[src/sv/bmpe_pkg.sv]
// bmpe_pkg: types and constants shared by the binomial mod-prime engine.
// No dependencies.
package bmpe_pkg;

    localparam logic [29:0] PRIME   = 30'd1000000007;
    localparam logic [30:0] BARRETT_MU = 31'd1152921496;
    localparam int          MM_LAT  = 4;
    localparam int          WR_AW   = 17;

    typedef enum logic
    {
        FUNC_QUOTIENT = 1'b0,
        FUNC_BINOMIAL = 1'b1
    } func_t;

    typedef enum logic
    {
        STATUS_OK  = 1'b0,
        STATUS_ERR = 1'b1
    } status_t;

    typedef struct packed
    {
        logic       func;
        logic [9:0] n;
        logic [9:0] r;
    } query_t;

    typedef struct packed
    {
        logic [29:0] value;
        logic        status;
    } result_t;

    typedef struct packed
    {
        logic       func;
        logic       err;
        logic [9:0] n;
        logic [9:0] r;
        logic [9:0] nr;
    } item_t;

    typedef struct packed
    {
        logic             fac_we;
        logic             inv_we;
        logic [WR_AW-1:0] addr;
        logic [29:0]      data;
    } tbl_wr_t;

    typedef enum logic [2:0]
    {
        BLD_INIT,
        BLD_FAC,
        BLD_PMUL,
        BLD_PSQR,
        BLD_INV,
        BLD_DONE
    } bld_state_t;

endpackage

[src/sv/bmpe_front.sv]
// bmpe_front: accepts queries, classifies errors, queues them for the back end.
// Depends on bmpe_pkg.
module bmpe_front
    import bmpe_pkg::*;
#(
    parameter int TABLE_SIZE = 1024
)
(
    input  logic   clk,
    input  logic   rst_n,
    input  logic   tables_ready,
    input  logic   query_valid,
    output logic   query_ready,
    input  query_t query,
    output logic   item_valid,
    output item_t  item,
    input  logic   item_pop
);

    localparam int QD  = 4;
    localparam int QAW = $clog2(QD);

    item_t          q_mem [QD];
    logic [QAW-1:0] wp_reg, rp_reg;
    logic [QAW:0]   cnt_reg;
    logic           push;
    item_t          cls;

    assign query_ready = tables_ready && (cnt_reg < (QAW+1)'(QD));
    assign push        = query_valid && query_ready;

    always_comb
    begin
        cls.func = query.func;
        cls.n    = query.n;
        cls.r    = query.r;
        cls.nr   = query.n - query.r;
        cls.err  = (32'(query.n) >= 32'(TABLE_SIZE)) || (32'(query.r) >= 32'(TABLE_SIZE))
                   || ((query.func == FUNC_BINOMIAL) && (query.r > query.n));
    end

    always_ff @(posedge clk or negedge rst_n)
    begin
        if (!rst_n)
        begin
            wp_reg  <= '0;
            rp_reg  <= '0;
            cnt_reg <= '0;
        end
        else
        begin
            if (push)
            begin
                wp_reg <= wp_reg + QAW'(1);
            end
            if (item_pop)
            begin
                rp_reg <= rp_reg + QAW'(1);
            end
            cnt_reg <= cnt_reg + (QAW+1)'(push) - (QAW+1)'(item_pop);
        end
    end

    always_ff @(posedge clk)
    begin
        if (push)
        begin
            q_mem[wp_reg] <= cls;
        end
    end

    assign item_valid = (cnt_reg != '0);
    assign item       = q_mem[rp_reg];

endmodule

[config.mk]
export PLATFORM = sky130hd
export DESIGN_NAME = bmpe_front
export DESIGN_NICKNAME = d
export VERILOG_FILES = /design/src/sv/bmpe_pkg.sv /design/src/sv/bmpe_front.sv
export SDC_FILE = /design/constraint.sdc
export NUM_CORES = 1
export LEC_CHECK = 0
export BUFFER_PORTS_ARGS = -buffer_cell sky130_fd_sc_hd__buf_4
export CAP_MARGIN = 20
export CORE_MARGIN = 2
export CORE_UTILIZATION = 40
export DETAILED_ROUTE_END_ITERATION = 7
export SYNTH_ARGS = -nofsm -noshare
export SYNTH_HDL_FRONTEND = slang
export SYNTH_SLANG_ARGS = --single-unit
[constraint.sdc]
create_clock -name clk -period 2.9 [get_ports clk]
set_clock_uncertainty 0.2 [all_clocks]
set_input_delay 0.145 -clock clk [delete_from_list [all_inputs] [get_ports clk]]
set_output_delay 0.145 -clock clk [all_outputs]
set_load 0.05 [all_outputs]
==> run summary <==
Hold WS: 193.5 ps
share of cells above drive strength 1: 35.45%
post-CTS sizing: 0
worst slew pin tran: 525.6 ps
Sink Count: 135
post-synth net total: 307
Die Ht: 120.8 um
core footprint: 13300 um^2
Worst-Skew Late Latency: 410 ps
global-route wire length before repair: 15.41 mm
Placement Rows: 42
CP max stage delay: 540 ps
root buffer cell: clkbuf_16
RSZ-0062 raised after global routing: no
TNS Setup: 0 ps
largest area contributor in the netlist: edfxtp_1
Yosys cell types: 34
TritonCTS buffer count: 17
nets@finish: 409
final std cells w/o fill: 554
clock period minus worst slack: 2426 ps
Fmax achieved: 412.3 MHz
IO Count: 60
DRC: 0
clk buf depth: 2
post-CTS setup buffer count: 0
most frequent CP cell: inv_1
critical path type: input port to flop
diode count: 0
vias in the first global route: 2838
Syn Inst Count: 263
Max rail drop VDD: 594.5 uV
largest net degree at the start of global routing: 34
via count: 2749
post-route cell area: 6952 um^2
antenna-violating nets left: 0
WP data arrival: 2440 ps
CP startpoint: query[10]
post-route clock period utilization: 83.64%
number of synthesized register bits: 135
share of the yosys chip area belonging to registers: 73.64%
Slew Viols, Final: 0
worst-path maximum fanout: 5
Die ar.: 14600 um^2
status: finished, final reports clean
Startpoint Class: input port
CTS tree: built
area delta synth->final: 27.37%
Initial Utilization: 41.05%
initial DRC count: 167
Crit path required time: 2920 ps
Hold Startpoint: tables_ready
Syn Std Cell Area: 5458 um^2
max cap viols: 0
Port Buf Inserts: 59
DP Area: 6138 um^2
CP max-delay cell: dlygate4sd3_1
GRT overflow: 0
antenna violations before repair: 0
syn avg cell area: 20.75 um^2
DR WL/cell: 17.92 um
routed wire length: 9.930 mm
routability cong.: 0.7534
detailed placement HPWL: 5.952 mm
Yosys top cell area share: 70.43%
worst-path cell chain: dlygate4sd3_1 -> buf_4 -> inv_1 -> ha_1 -> inv_1 -> fa_1 -> a21o_2 -> a21oi_2 -> o21ai_0 -> a31oi_1
number of flip-flops in the largest register: 128
final setup fails: 0
Yosys warning count: 0
total global-route track usage: 14.84%
Slew headroom: 64.96%
H-tree Lvls: 4
Final Hold Viols: 0
DRT Pass-1 Iters: 4
cell area power density: 1019 nW/um^2
Die Width: 120.8 um
reg2reg start: cnt_reg[2]$_DFF_PN0_
LEAKAGE: 2.498 nW
routed vias/inst: 4.962
placed insts: 497
Clock transition at path regs: 50 ps
top cells by area, synth: edfxtp_1 (70%), mux4_2 (13%), ha_1 (3.7%), dfrtp_1 (3.2%), inv_1 (1.3%)
Crit. End Element: flop
worst hold-check path type: input port to flop
-- path summary, 6_finish.rpt --
check / endpoint / slack [ps] / cells after the start
max: q_mem[2][30]$_DFFE_PP_ / 470 / 10
min: wp_reg[1]$_DFFE_PN0P_ / 190 / 4
max reg2reg: cnt_reg[2]$_DFF_PN0_ / 530 / 10
min reg2reg: cnt_reg[0]$_DFF_PN0_ / 300 / 1
max in group asynchronous: rp_reg[0]$_DFFE_PN0P_ / 1740 / 3
min in group asynchronous: rp_reg[1]$_DFFE_PN0P_ / 500 / 3
-- cell usage after synthesis, drive strengths merged --
master / n
edfxtp: 128
mux4: 32
inv: 19
ha: 16
buf: 7
dfrtp: 7
xnor2: 7
a21oi: 6
o21ai: 5
xor2: 5
and3: 4
nor2: 4
nand2: 3
fa: 2
nor2b: 2
a211oi: 1
a21o: 1
a31oi: 1
and2: 1
and2b: 1
clkbuf: 1
nand3b: 1
nand4: 1
nor3: 1
o21a: 1
o21bai: 1
o31a: 1
o31ai: 1
or2: 1
or2b: 1
or3: 1
-- what timing repair did --
action / 4_1_cts / 5_1_grt
setup endpoints to repair: 0 / 0
hold buffers: 25 / 0
hold endpoints to repair: 99 / 0
-- through the flow --
step | util, % | worst slack (ps) | total power, mW
after floorplan | - | 262.3 | 4.402
after global placement | 46.17 | 616.2 | 5.100
after detailed placement | 46.17 | 533.7 | 5.129
after CTS | 52.29 | 431.2 | 7.191
after global routing | 52.29 | 323.1 | 7.379
final | 52.29 | 474.3 | 7.083
-- layout make-up --
class | count | area [um^2]
fill | 1095 | 6344
tap | 176 | 220.2
clock buffer | 17 | 425.4
sequential | 135 | 4020
timing repair buffer | 91 | 770.7
clock inverter | 15 | 137.6
multi-input combinational | 101 | 1306
inverter | 19 | 71.32
-- cell families after synthesis --
logic type | share of synthesized area (%)
AO/OA/AOI/OAI | 2.224
XOR/XNOR | 1.926
adder cells (fa/ha/maj) | 4.402
buffers and inverters | 2.476
flip-flops | 73.64
multiplexers | 13.20
AND/OR/NAND/NOR | 2.132
-- routing by layer --
layer / vias to the layer above / GRT usage [%] / wire length [um] / share of wire (%)
met5: - / 0 / 0 / 0
met4: 0 / 5.233 / 120 / 1.2
met3: 11 / 5.755 / 557 / 5.6
met2: 77 / 23.41 / 4926 / 50
met1: 1404 / 18.78 / 4325 / 44
li1: 1257 / - / - / -
-- power breakdown --
part,internal (mW),switching (mW)
Combinational,0.969,1.63
Clock,1.25,0.776
Sequential,2.36,0.106
Total,4.57,2.51
-- placed cells by master, fill, tap and decap left out, types with 6 or more instances in the layout --
master           n
edfxtp_1       128
buf_4           64
mux4_2          32
dlygate4sd3_1   25
inv_1           19
clkbuf_16       17
ha_1            16
xnor2_1          7
dfrtp_1          6
-- worst max-delay path: cells and delay by family --
family / cells / cell delay, ps
buffers and inverters: 4 / 820
adder cells (fa/ha/maj): 2 / 570
AO/OA/AOI/OAI: 4 / 930
No activity file was read; power rests on OpenSTA's default activity.
