--- config.mk ---
export PLATFORM = sky130hd
export DESIGN_NAME = bmpe_build
export DESIGN_NICKNAME = d
export VERILOG_FILES = /design/src/sv/bmpe_pkg.sv /design/src/sv/bmpe_mulmod.sv /design/src/sv/bmpe_build.sv
export SDC_FILE = /design/constraint.sdc
export NUM_CORES = 2
export LEC_CHECK = 0
export ABC_AREA = 1
export BUFFER_PORTS_ARGS = -buffer_cell sky130_fd_sc_hd__buf_2
export CORE_UTILIZATION = 50
export DETAILED_ROUTE_END_ITERATION = 16
export HOLD_SLACK_MARGIN = 0.15
export PLACE_DENSITY = 0.77
export SYNTH_ARGS = -nofsm -noshare
export SYNTH_HDL_FRONTEND = slang
export SYNTH_SLANG_ARGS = --single-unit
--- constraint.sdc ---
create_clock -name clk -period 11.8 [get_ports clk]
set_clock_uncertainty 0.05 [all_clocks]
set_input_delay 1.18 -clock clk [delete_from_list [all_inputs] [get_ports clk]]
set_output_delay 1.18 -clock clk [all_outputs]
set_load 0.03 [all_outputs]
--- src/sv/bmpe_pkg.sv ---
// bmpe_pkg: types and constants shared by the binomial mod-prime engine.
// No dependencies.
package bmpe_pkg;

    localparam logic [29:0] PRIME   = 30'd1000000007;
    localparam logic [30:0] BARRETT_MU = 31'd1152921496;
    localparam int          MM_LAT  = 4;
    localparam int          WR_AW   = 17;

    typedef enum logic
    {
        FUNC_QUOTIENT = 1'b0,
        FUNC_BINOMIAL = 1'b1
    } func_t;

    typedef enum logic
    {
        STATUS_OK  = 1'b0,
        STATUS_ERR = 1'b1
    } status_t;

    typedef struct packed
    {
        logic       func;
        logic [9:0] n;
        logic [9:0] r;
    } query_t;

    typedef struct packed
    {
        logic [29:0] value;
        logic        status;
    } result_t;

    typedef struct packed
    {
        logic       func;
        logic       err;
        logic [9:0] n;
        logic [9:0] r;
        logic [9:0] nr;
    } item_t;

    typedef struct packed
    {
        logic             fac_we;
        logic             inv_we;
        logic [WR_AW-1:0] addr;
        logic [29:0]      data;
    } tbl_wr_t;

    typedef enum logic [2:0]
    {
        BLD_INIT,
        BLD_FAC,
        BLD_PMUL,
        BLD_PSQR,
        BLD_INV,
        BLD_DONE
    } bld_state_t;

endpackage

--- src/sv/bmpe_mulmod.sv ---
// bmpe_mulmod: pipelined a*b mod PRIME with Barrett reduction.
// Depends on bmpe_pkg.
module bmpe_mulmod
    import bmpe_pkg::*;
(
    input  logic        clk,
    input  logic        rst_n,
    input  logic        in_valid,
    input  logic [29:0] a,
    input  logic [29:0] b,
    output logic        out_valid,
    output logic [29:0] res
);

    logic [MM_LAT-1:0] valid_reg;
    logic [59:0]       prod_reg;
    logic [61:0]       t_reg;
    logic [31:0]       x2_reg;
    logic [59:0]       qp_reg;
    logic [31:0]       x3_reg;
    logic [29:0]       res_reg;
    logic [31:0]       diff;
    logic [31:0]       res_next;

    always_ff @(posedge clk or negedge rst_n)
    begin
        if (!rst_n)
        begin
            valid_reg <= '0;
        end
        else
        begin
            valid_reg <= {valid_reg[MM_LAT-2:0], in_valid};
        end
    end

    always_comb
    begin
        diff = x3_reg - qp_reg[31:0];
        if (diff >= {1'b0, PRIME, 1'b0})
        begin
            res_next = diff - {1'b0, PRIME, 1'b0};
        end
        else if (diff >= {2'b0, PRIME})
        begin
            res_next = diff - {2'b0, PRIME};
        end
        else
        begin
            res_next = diff;
        end
    end

    always_ff @(posedge clk)
    begin
        prod_reg <= 60'(a) * 60'(b);
        t_reg    <= 62'(prod_reg[59:29]) * 62'(BARRETT_MU);
        x2_reg   <= prod_reg[31:0];
        qp_reg   <= 60'(t_reg[60:31]) * 60'(PRIME);
        x3_reg   <= x2_reg;
        res_reg  <= res_next[29:0];
    end

    assign out_valid = valid_reg[MM_LAT-1];
    assign res       = res_reg;

endmodule

--- src/sv/bmpe_build.sv ---
// bmpe_build: post-reset sequencer writing the factorial and inverse tables.
// Depends on bmpe_pkg and bmpe_mulmod.
module bmpe_build
    import bmpe_pkg::*;
#(
    parameter int TABLE_SIZE = 1024
)
(
    input  logic    clk,
    input  logic    rst_n,
    output tbl_wr_t wr,
    output logic    done
);

    localparam int AW = $clog2(TABLE_SIZE);

    bld_state_t    state_reg, state_next;
    logic          busy_reg, busy_next;
    logic [AW-1:0] idx_reg, idx_next;
    logic [29:0]   acc_reg, acc_next;
    logic [29:0]   sq_reg, sq_next;
    logic [29:0]   exp_reg, exp_next;
    tbl_wr_t       wr_reg, wr_next;
    logic          done_reg, done_next;

    logic          mm_in_valid;
    logic [29:0]   mm_a;
    logic [29:0]   mm_b;
    logic          mm_out_valid;
    logic [29:0]   mm_res;

    bmpe_mulmod u_mulmod
    (
        .clk       (clk),
        .rst_n     (rst_n),
        .in_valid  (mm_in_valid),
        .a         (mm_a),
        .b         (mm_b),
        .out_valid (mm_out_valid),
        .res       (mm_res)
    );

    always_ff @(posedge clk or negedge rst_n)
    begin
        if (!rst_n)
        begin
            state_reg <= BLD_INIT;
            busy_reg  <= 1'b0;
            idx_reg   <= '0;
            wr_reg    <= '0;
            done_reg  <= 1'b0;
        end
        else
        begin
            state_reg <= state_next;
            busy_reg  <= busy_next;
            idx_reg   <= idx_next;
            wr_reg    <= wr_next;
            done_reg  <= done_next;
        end
    end

    always_ff @(posedge clk)
    begin
        acc_reg <= acc_next;
        sq_reg  <= sq_next;
        exp_reg <= exp_next;
    end

    always_comb
    begin
        state_next  = state_reg;
        busy_next   = busy_reg;
        idx_next    = idx_reg;
        acc_next    = acc_reg;
        sq_next     = sq_reg;
        exp_next    = exp_reg;
        done_next   = done_reg;
        wr_next     = '0;
        mm_in_valid = 1'b0;
        mm_a        = acc_reg;
        mm_b        = sq_reg;
        unique case (state_reg)
            BLD_INIT:
            begin
                wr_next.fac_we = 1'b1;
                wr_next.addr   = '0;
                wr_next.data   = 30'd1;
                acc_next       = 30'd1;
                idx_next       = AW'(1);
                busy_next      = 1'b0;
                state_next     = BLD_FAC;
            end
            BLD_FAC:
            begin
                mm_a = 30'(idx_reg);
                mm_b = acc_reg;
                if (!busy_reg)
                begin
                    mm_in_valid = 1'b1;
                    busy_next   = 1'b1;
                end
                else if (mm_out_valid)
                begin
                    busy_next      = 1'b0;
                    acc_next       = mm_res;
                    wr_next.fac_we = 1'b1;
                    wr_next.addr   = WR_AW'(idx_reg);
                    wr_next.data   = mm_res;
                    if (idx_reg == AW'(TABLE_SIZE - 1))
                    begin
                        sq_next    = mm_res;
                        acc_next   = 30'd1;
                        exp_next   = PRIME - 30'd2;
                        state_next = BLD_PMUL;
                    end
                    else
                    begin
                        idx_next = idx_reg + AW'(1);
                    end
                end
            end
            BLD_PMUL:
            begin
                if (!exp_reg[0])
                begin
                    state_next = BLD_PSQR;
                end
                else if (!busy_reg)
                begin
                    mm_in_valid = 1'b1;
                    busy_next   = 1'b1;
                end
                else if (mm_out_valid)
                begin
                    busy_next  = 1'b0;
                    acc_next   = mm_res;
                    state_next = BLD_PSQR;
                end
            end
            BLD_PSQR:
            begin
                mm_a = sq_reg;
                if (!busy_reg)
                begin
                    mm_in_valid = 1'b1;
                    busy_next   = 1'b1;
                end
                else if (mm_out_valid)
                begin
                    busy_next = 1'b0;
                    sq_next   = mm_res;
                    exp_next  = exp_reg >> 1;
                    if (exp_reg[29:1] == '0)
                    begin
                        wr_next.inv_we = 1'b1;
                        wr_next.addr   = WR_AW'(TABLE_SIZE - 1);
                        wr_next.data   = acc_reg;
                        idx_next       = AW'(TABLE_SIZE - 1);
                        state_next     = BLD_INV;
                    end
                    else
                    begin
                        state_next = BLD_PMUL;
                    end
                end
            end
            BLD_INV:
            begin
                mm_b = 30'(idx_reg);
                if (!busy_reg)
                begin
                    mm_in_valid = 1'b1;
                    busy_next   = 1'b1;
                end
                else if (mm_out_valid)
                begin
                    busy_next      = 1'b0;
                    acc_next       = mm_res;
                    wr_next.inv_we = 1'b1;
                    wr_next.addr   = WR_AW'(idx_reg - AW'(1));
                    wr_next.data   = mm_res;
                    idx_next       = idx_reg - AW'(1);
                    if (idx_reg == AW'(1))
                    begin
                        done_next  = 1'b1;
                        state_next = BLD_DONE;
                    end
                end
            end
            BLD_DONE:
            begin
                done_next = 1'b1;
            end
            default:
            begin
                state_next = BLD_INIT;
            end
        endcase
    end

    assign wr   = wr_reg;
    assign done = done_reg;

endmodule

==> metrics.md <==
| Metric | Value |
|---|---|
| RSZ-0062 raised after global routing | no |
| Mapped cell area | ~67,000 µm² |
| Clock tree sinks | between 300 and 400 |
| Syn_area_per_cell | approximately 8.5 µm² |
| Max Fclk | roughly 90 MHz |
| Area delta synth->final | 5.59% |
| Total GRT Usage | 30.2% |
| Post-synth top cells | inv_1 (1,984), nand2_1 (1,279), fa_1 (1,222) |
| P_int | 0.00197 W |
| Util after Layout | a little over half |
| Routed wire length | about 200,000 µm |
| VDD IR max | roughly 76 µV |
| Critical Path Source Type | flip-flop |
| Fin crit period | approximately 11 ns |
| Yosys reg bits | roughly 370 |
| Global-route wire length before repair | around 310,000 µm |
| Synthesized Nets | between 9k and 10k |
| Core ar. | 132,000 µm² |
| Most common cell in the synthesized netlist | inv_1 |
| Share of the synthesized area in the top cell type | ~37% |
| Share of layout cells above drive strength 1 | around 4.4% |
| DRC viols | 0 |
| Req. time, crit path | between 10 and 15 ns |
| Worst slew pin tran | between 1 and 1.5 ns |
| Clk Latency, worst-skew pair | 0.56 ns |
| Hold/Removal Path Class | flip-flop to flip-flop |
| Max_slew headroom | between 10% and 20% |
| Post-layout nets | roughly 9.8k |
| Endpoints failing hold | 0 |
| CP max stage delay | approximately 1 ns |
| CTS tree | built |
| Buffer depth of the longest clock path | 3 |
| Port-buffer cells | between 50 and 60 |
| Antenna Nets Post-Route | 0 |
| Crit end category | flip-flop |
| Die Y-Extent | between 300 and 400 µm |
| Critical-path maximum fanout | 27 |
| Fillcell total | 12.0k |
| CTS Buf Count | 39 |
| Synth top area cells | fa_1 (37%), ha_1 (15%), inv_1 (11%) |
| Cell taking the most area after synthesis | fa_1 |
| Router iterations before antenna repair | 9 |
| Max reg flops | 60 |
| Post-DP HPWL | 162,000 µm |
| Via count | ~52k |
| GP Congestion | between 1 and 1.5 |
| Pwr Density | roughly 36 nW/µm² |
| Yosys warns | 0 |
| Iter 0 DRT Violations | just under 5k |
| Die Width | 367 µm |
| Setup Total Neg Slack | 0 ns |
| Sw power | ~0.00053 W |
| Post-synthesis cell count | between 7k and 8k |
| Combinational share of power | less than 1% |
| Sequential area share after synthesis | between 10% and 20% |
| Pin count of the biggest net entering global routing | between 60 and 70 |
| Sequential share of power | roughly half |
| Synth Flop Type | dfxtp_1 |
| Slowest CP cell | clkinv_1 |
| Async set-reset flop share out of synthesis | approximately 17% |
| Starting Density | 50.5% |
| Post-synth EDFFs | 90 |
| Register clock-pin slew on the reported worst setup and hold paths | around 0.07 ns |
| Yosys cell types | slightly below 60 |
| Post-CTS Resized | 0 |
| Setup violators final | 0 |
| Via density per instance | 5.46 |
| Max cap viols | 0 |
| CTS Hold Bufs | 0 |
| Status | finished clean |
| Rows | ~130 |
| Post-CTS setup buffer count | 0 |
| Vias in the first global route | between 50k and 60k |
| Worst path arrival time | around 11 ns |
| Power share of the clock group | between 40% and 50% |
| Switch share | a little over a fifth |
| GR Overflow Total | 0 |
| Die area | about 130,000 µm² |
| H-Tree Depth | 2 |
| Max-slew violations | 0 |
| Multi-input logic area | ~50,000 µm² |
| DR WL/cell | roughly 21 µm |
| Ports | 52 |
| FF+latch area | 8580 µm² |
| Period utilization | between 90 and 100% |
| Initial antenna violation count | 1 |
| Setup CP Type | flip-flop to flip-flop |
| LEAKAGE | approximately 38 nW |
| Clock Root Buffer | clkbuf_16 |
-- critical path, delay by kind of cell (launching register included) --
kind	cells	cell delay, ns
and+or+nand+nor	8	1.95
buffers and inverters	9	2.70
DFF	1	0.40
AOI/OAI and AO/OA	4	1.52
adders and majority gates	9	4.00
xor gates and xnor gates	1	0.15
-- layout by cell type (no fill, tap or decap), types with 40 or more instances in the layout --
| cell type | Yosys | final |
|---|---|---|
| dfrtp_1 | 62 | 62 |
| a21oi_1 | 250 | 243 |
| xnor2_1 | 66 | 66 |
| nand2_1 | 1279 | 1279 |
| nor2_1 | 776 | 773 |
| nand4_1 | 60 | 60 |
| xor2_1 | 120 | 120 |
| o21ai_0 | 141 | 138 |
| a31oi_1 | 42 | 42 |
| buf_2 | 40 | 51 |
| ha_1 | 799 | 799 |
| nand3_1 | 143 | 143 |
| o22ai_1 | 61 | 47 |
| edfxtp_1 | 90 | 90 |
| clkbuf_16 | 0 | 41 |
| buf_4 | 7 | 85 |
| inv_1 | 1984 | 1983 |
| fa_1 | 1222 | 1222 |
| nand2_2 | 40 | 40 |
| dfxtp_1 | 216 | 216 |
-- kinds of logic after synthesis --
family | share of synthesized area, %
AOI/OAI and AO/OA | 5.42
DFF | 12.9
xor gates and xnor gates | 2.45
buffers and inverters | 12.6
adders and majority gates | 51.8
and+or+nand+nor | 14.8
-- layer usage --
layer	part of all wire (%)	vias up	track usage (%)
li1	-	23400	-
met1	39	25800	38.8
met2	45	2590	48.2
met3	9.9	595	6.81
met4	5.8	2	14.4
met5	0.0055	-	0
-- final timing paths --
kind,from,end,slack (ns),cells after the start
worst max-delay path,state_reg[0]$_DFFE_PN0P_,u_mulmod.prod_reg[59]$_DFF_P_,0.92,31
worst min-delay path,u_mulmod.x2_reg[7]$_DFF_P_,u_mulmod.x3_reg[7]$_DFF_P_,0.26,0
worst max register to register,state_reg[0]$_DFFE_PN0P_,u_mulmod.prod_reg[59]$_DFF_P_,0.92,31
worst min register to register,u_mulmod.x2_reg[7]$_DFF_P_,u_mulmod.x3_reg[7]$_DFF_P_,0.26,0
max in group asynchronous,rst_n,wr[1]$_DFF_PN0_,10.43,2
min in group asynchronous,rst_n,idx_reg[8]$_DFFE_PN0P_,0.74,2
-- through the flow --
stage	total power (W)	std cells	hold WS, ns	setup slack (ns)	area (µm²)
floorplan	0.00131	7812	0.260	3.56	66500
global placement	0.00132	9520	0.260	1.44	69000
detailed placement	0.00132	9520	0.262	1.31	69000
CTS	0.00252	9590	0.273	1.31	70200
global route	0.00257	9590	0.277	0.560	70200
finish	0.00250	9592	0.261	0.917	70200
-- power by group through the flow --
| stage | combinational [W] | clock [W] | sequential [W] |
|---|---|---|---|
| after CTS | 0.00000462 | 0.00123 | 0.00129 |
| after floorplan | 0.0000000334 | 0 | 0.00131 |
| after global routing | 0.00000526 | 0.00128 | 0.00129 |
| after detailed placement | 0.00000460 | 0 | 0.00131 |
| final | 0.00000433 | 0.00121 | 0.00129 |
| after global placement | 0.00000453 | 0 | 0.00131 |
-- area by class of cell --
cell class              instances  share of cell area, %
diodes                          2                0.00713
clock buffers                  51                   1.56
clock inverters                19                  0.240
inverters                    2021                   10.8
multi-input cells            5240                   70.8
flip-flops and latches        368                   12.2
well taps                    1755                   3.13
repair buffers                136                   1.27
Note: power is estimated with default switching activity, not from simulation.
